--- src/ghm_pkg.sv ---
package ghm_pkg;

  localparam int BIN_COUNT  = 256;
  localparam int BIN_W      = $clog2(BIN_COUNT);
  localparam int CNT_W      = 24;
  localparam int SUM_W      = 32;
  localparam int OUT_CNT_W  = 24;
  localparam int FRAC_W     = 16;
  localparam int GRAY_W     = 8;
  localparam int CH_W       = 8;
  localparam int WSUM_W     = 13;
  localparam int DIV_W      = 24;
  localparam int DIV_LOW_W  = 16;
  localparam int DIV_STEP_W = $clog2(DIV_LOW_W + 1);

  localparam logic [1:0] REQ_CLEAR  = 2'd0;
  localparam logic [1:0] REQ_PIXEL  = 2'd1;
  localparam logic [1:0] REQ_READ   = 2'd2;
  localparam logic [1:0] REQ_FINISH = 2'd3;

  typedef struct packed {
    logic [1:0]       req_type;
    logic [CH_W-1:0]  red;
    logic [CH_W-1:0]  green;
    logic [CH_W-1:0]  blue;
    logic [BIN_W-1:0] bin_index;
  } ghm_in_t;

  typedef struct packed {
    logic [OUT_CNT_W-1:0] bin_count;
    logic [FRAC_W-1:0]    bin_fraction;
    logic [GRAY_W-1:0]    mean_gray;
    logic                 empty_flag;
    logic                 overflow_flag;
  } ghm_out_t;

  // One division job: the remainder starts below the divisor, and the low
  // bits are shifted in from the top, one per step.
  typedef struct packed {
    logic [DIV_W-1:0]      rem_init;
    logic [DIV_W-1:0]      divisor;
    logic [DIV_LOW_W-1:0]  low_bits;
    logic [DIV_STEP_W-1:0] steps;
  } ghm_div_req_t;

endpackage

--- src/ghm_div.sv ---
module ghm_div
  import ghm_pkg::*;
(
  input  logic                 clk,
  input  logic                 rst_n,
  input  logic                 start,
  input  ghm_div_req_t         req,
  output logic                 done,
  output logic [DIV_LOW_W-1:0] quot
);

  logic [DIV_W-1:0]      rem_r;
  logic [DIV_W-1:0]      dvs_r;
  logic [DIV_LOW_W-1:0]  low_r;
  logic [DIV_LOW_W-1:0]  quot_r;
  logic [DIV_STEP_W-1:0] left_r;
  logic                  busy_r;
  logic                  done_r;
  logic [DIV_W:0]        trial;
  logic [DIV_W:0]        diff;
  logic                  fits;

  // Restoring division, one quotient bit per cycle.
  assign trial = {rem_r, low_r[DIV_LOW_W-1]};
  assign diff  = trial - {1'b0, dvs_r};
  assign fits  = trial >= {1'b0, dvs_r};

  always_ff @(posedge clk) begin
    if (!rst_n) begin
      busy_r <= 1'b0;
      done_r <= 1'b0;
    end else begin
      done_r <= 1'b0;
      if (start) begin
        busy_r <= 1'b1;
      end else if (busy_r && left_r == DIV_STEP_W'(1)) begin
        busy_r <= 1'b0;
        done_r <= 1'b1;
      end
    end
  end

  always_ff @(posedge clk) begin
    if (start) begin
      rem_r  <= req.rem_init;
      dvs_r  <= req.divisor;
      low_r  <= req.low_bits;
      left_r <= req.steps;
      quot_r <= '0;
    end else if (busy_r) begin
      rem_r  <= fits ? diff[DIV_W-1:0] : trial[DIV_W-1:0];
      low_r  <= {low_r[DIV_LOW_W-2:0], 1'b0};
      quot_r <= {quot_r[DIV_LOW_W-2:0], fits};
      left_r <= left_r - DIV_STEP_W'(1);
    end
  end

  assign done = done_r;
  assign quot = quot_r;

endmodule

--- config.mk ---
export PLATFORM = sky130hd
export DESIGN_NAME = ghm_div
export DESIGN_NICKNAME = d
export VERILOG_FILES = /design/src/ghm_pkg.sv /design/src/ghm_div.sv
export SDC_FILE = /design/constraint.sdc
export NUM_CORES = 1
export LEC_CHECK = 0
export BUFFER_PORTS_ARGS = -buffer_cell sky130_fd_sc_hd__buf_4
export CORE_MARGIN = 3
export CORE_UTILIZATION = 50
export CTS_CLUSTER_DIAMETER = 150
export DETAILED_ROUTE_END_ITERATION = 6
export GPL_TIMING_DRIVEN = 0
export PLACE_DENSITY = 0.69
export SYNTH_ARGS = -nofsm -noshare
export SYNTH_HDL_FRONTEND = slang
export SYNTH_SLANG_ARGS = --single-unit
--- constraint.sdc ---
create_clock -name clk -period 5.6 [get_ports clk]
set_input_delay 1.12 -clock clk [delete_from_list [all_inputs] [get_ports clk]]
set_output_delay 1.12 -clock clk [all_outputs]
set_load 0.01 [all_outputs]
==> flow_summary.yaml <==
floorplanning:
  die-area_mm2: 0.01112
  core_mm2: 0.009415
  dieWidth_um: 105.5
  dieHeight_um: 105.5
  num_rows: 35
  initial_core_util_pct: 52.54
  design.portCount: 89
status:
  status: "complete, no violations"
place:
  place.gp.congestion: 0.9259
  portBuffers: 88
  dp_hpwl_mm: 7.994
  placedInstanceArea_mm2: 0.005769
clock_network:
  post_cts.repair.setup_buffers: 0
  cts_inserted_buffers: 9
  cts_tree: "yes"
  postCtsHoldBufs: 0
  clk_latency_ns: 0.37
  htreeDepth: 3
  cts_root_buf: "clkbuf_8"
  cts.repair.resized: 0
  numClockSinks: 87
  path_clk_slew_ns: 0.09
  cts.path.max_buffers: 2
timing:
  min_period_ns: 3.132
  finalSetupViolCount: 0
  rsz0062_at_grt: "false"
  clock_skew_ns: 0.01490
  max_freq_ghz: 0.3193
  drv_slew: 0
  fin_setup_tns_ns: 0
  hold_violations: 0
  fin_crit_sh_pct: 55.92
  worst_pin_slew_ns: 1.138
  relSlewSlack_pct: 24.10
detailed_routing:
  routed_wl_mm: 10.74
  vias: 3620
  ant_nets: 0
  via_per_inst: 5.285
  dr.first_iter.drc_count: 119
  wl_per_cell_um: 15.68
  drcViolationCount: 0
  drtPass1Iterations: 6
yosys:
  synth_seq_cells: 87
  synthTopCellsByArea: "edfxtp_1 42%, dfxtp_1 7.3%, mux2_2 6.8%"
  post-synth-top-area-fraction_pct: 41.88
  synth_ff_type: "edfxtp_1"
  synth_edf_count: 69
  synth_nets: 551
  synthTopCellsByCount: "69 x edfxtp_1, 37 x inv_1, 34 x nand2_1"
  ys_async_sr_fraction_pct: 0
  syn_inst: 452
  yosysTopAreaCell: "edfxtp_1"
  yosysUniqueCellTypes: 60
  synth_area_mm2: 0.004947
  yosysWarnings: 0
  syn_area_per_cell_um2: 10.95
  yosys.cell_count.top_type: "edfxtp_1"
  synth_seq_area_share_pct: 49.17
global_route:
  antenna_found_initial: 0
  grt.total_usage_pct: 20.02
  grt_pass1_vias: 3822
  grt_util_met1_pct: 24.71
  globalRoute.busiestLayer: "met2"
  grt_max_degree: 46
  gr-usage-met3_pct: 7.838
  grt_pass1_wl_mm: 17.82
  grt_remaining_overflow: 0
  met2_usage_pct: 33.20
power_and_ir_drop:
  total_leakage_power_nw: 2.570
  vdd_drop_max_uv: 232.1
  p_per_area_mw_per_mm2: 455.8
setup_path:
  start_kind: "input port"
  crit_chain: "buf_4 > clkbuf_1 > clkbuf_1 > or2_2"
  slowest_delay_ns: 0.96
  critPathMaxFanout: 45
  arrival_ns: 3.11
  cp_common_cell: "clkbuf_1"
  endpoint_kind: "register"
  crit_buf_inv: 3
  cp_slowest_cell: "or2_2"
  crit_type: "input port to register"
  rr_worst_depth: 12
  crit_cells: 4
  critPathTopFamily: "buffers and inverters"
  reg2reg_setup_slack_ns: 2.51
  cp.required_ns: 5.58
cells_and_area:
  final_area_mm2: 0.005949
  area_growth_pct: 20.26
  drive_gt1_share_pct: 28.42
  final_util_pct: 63.19
  nNetsFinal: 650
  antenna_cells: 0
job:
  drv_cap: 0
worst_hold_path:
  holdPathStages: 2
  min_path_type: "register to register"
[layout by cell type (no fill, tap or decap), types with 4 or more instances in the layout]
cell type and count:
a21o_1 12, a21oi_1 27, a21oi_2 4, a31oi_1 4, buf_2 9, buf_4 88
clkbuf_1 8, clkbuf_8 10, dfxtp_1 18, edfxtp_1 69, ha_1 26, inv_1 37
mux2_2 30, mux2i_1 17, nand2_1 34, nand3_1 4, nand4_1 5, nor2_1 30
nor3_1 4, o21ai_0 13, o21ai_1 19, o21bai_1 4, xnor2_1 14, xor2_1 10
[stage by stage]
| step | power (mW) | instances | setup WS (ns) | hold WS (ns) |
|---|---|---|---|---|
| global route | 2.927 | 685 | 2.228 | 0.5482 |
| CTS | 2.728 | 685 | 2.429 | 0.5254 |
| detailed placement | 2.297 | 669 | 2.017 | 0.4872 |
| floorplan | 1.977 | 452 | 2.921 | 0.5247 |
| finish | 2.712 | 685 | 2.468 | 0.5206 |
| global placement | 2.262 | 669 | 2.057 | 0.4872 |
[cell families (layout without fill, tap and decap cells)]
logic type	Yosys count	in the layout	share of synthesized area, %
adders and majority gates	27	27	6.980
muxes	48	48	10.50
buffers and inverters	58	162	4.780
AOI/OAI and AO/OA	109	109	14.37
xor gates and xnor gates	24	24	4.249
and+or+nand+nor	99	99	9.965
DFF	87	87	49.17
[final timing paths]
kind                            startpoint        end
worst min register to register    quot[15]   quot[15]
worst max-delay path                 start  rem_r[10]
worst min-delay path              quot[15]   quot[15]
worst max register to register   low_r[15]  rem_r[20]
[registers in the layout (all words and copies together), names as in the netlist]
name / count
dvs_r: 24
busy_r: 1
rem_r: 24
left_r: 5
quot: 16
low_r: 16
done: 1
[final cells by class]
| type | instances | area, µm² |
|---|---|---|
| clock inverters | 5 | 38.79 |
| repair buffers | 88 | 660.6 |
| flip-flops and latches | 87 | 2432 |
| inverters | 38 | 142.6 |
| plain buffers | 20 | 93.84 |
| well taps | 129 | 161.4 |
| clock buffers | 11 | 141.4 |
| fillers | 805 | 3466 |
| multi-input cells | 307 | 2278 |
[tightest hold or removal path, cell delays in order, from the launching register on]
cell,delay [ns]
dfxtp_1,0.34
mux2i_1,0.07
nor2_1,0.08
[per-layer routing]
metal  wire [µm]  vias up
li1            -     1831
met1        4723     1692
met2        5138       85
met3         751       12
met4         124        0
met5           0        -
[where the power goes]
part	internal (mW)	total, mW	switching, mW
combinational	0.594	1.37	0.774
clock	0.179	0.418	0.239
sequential	0.860	0.926	0.0653
Note: power is estimated with default switching activity, not from simulation.
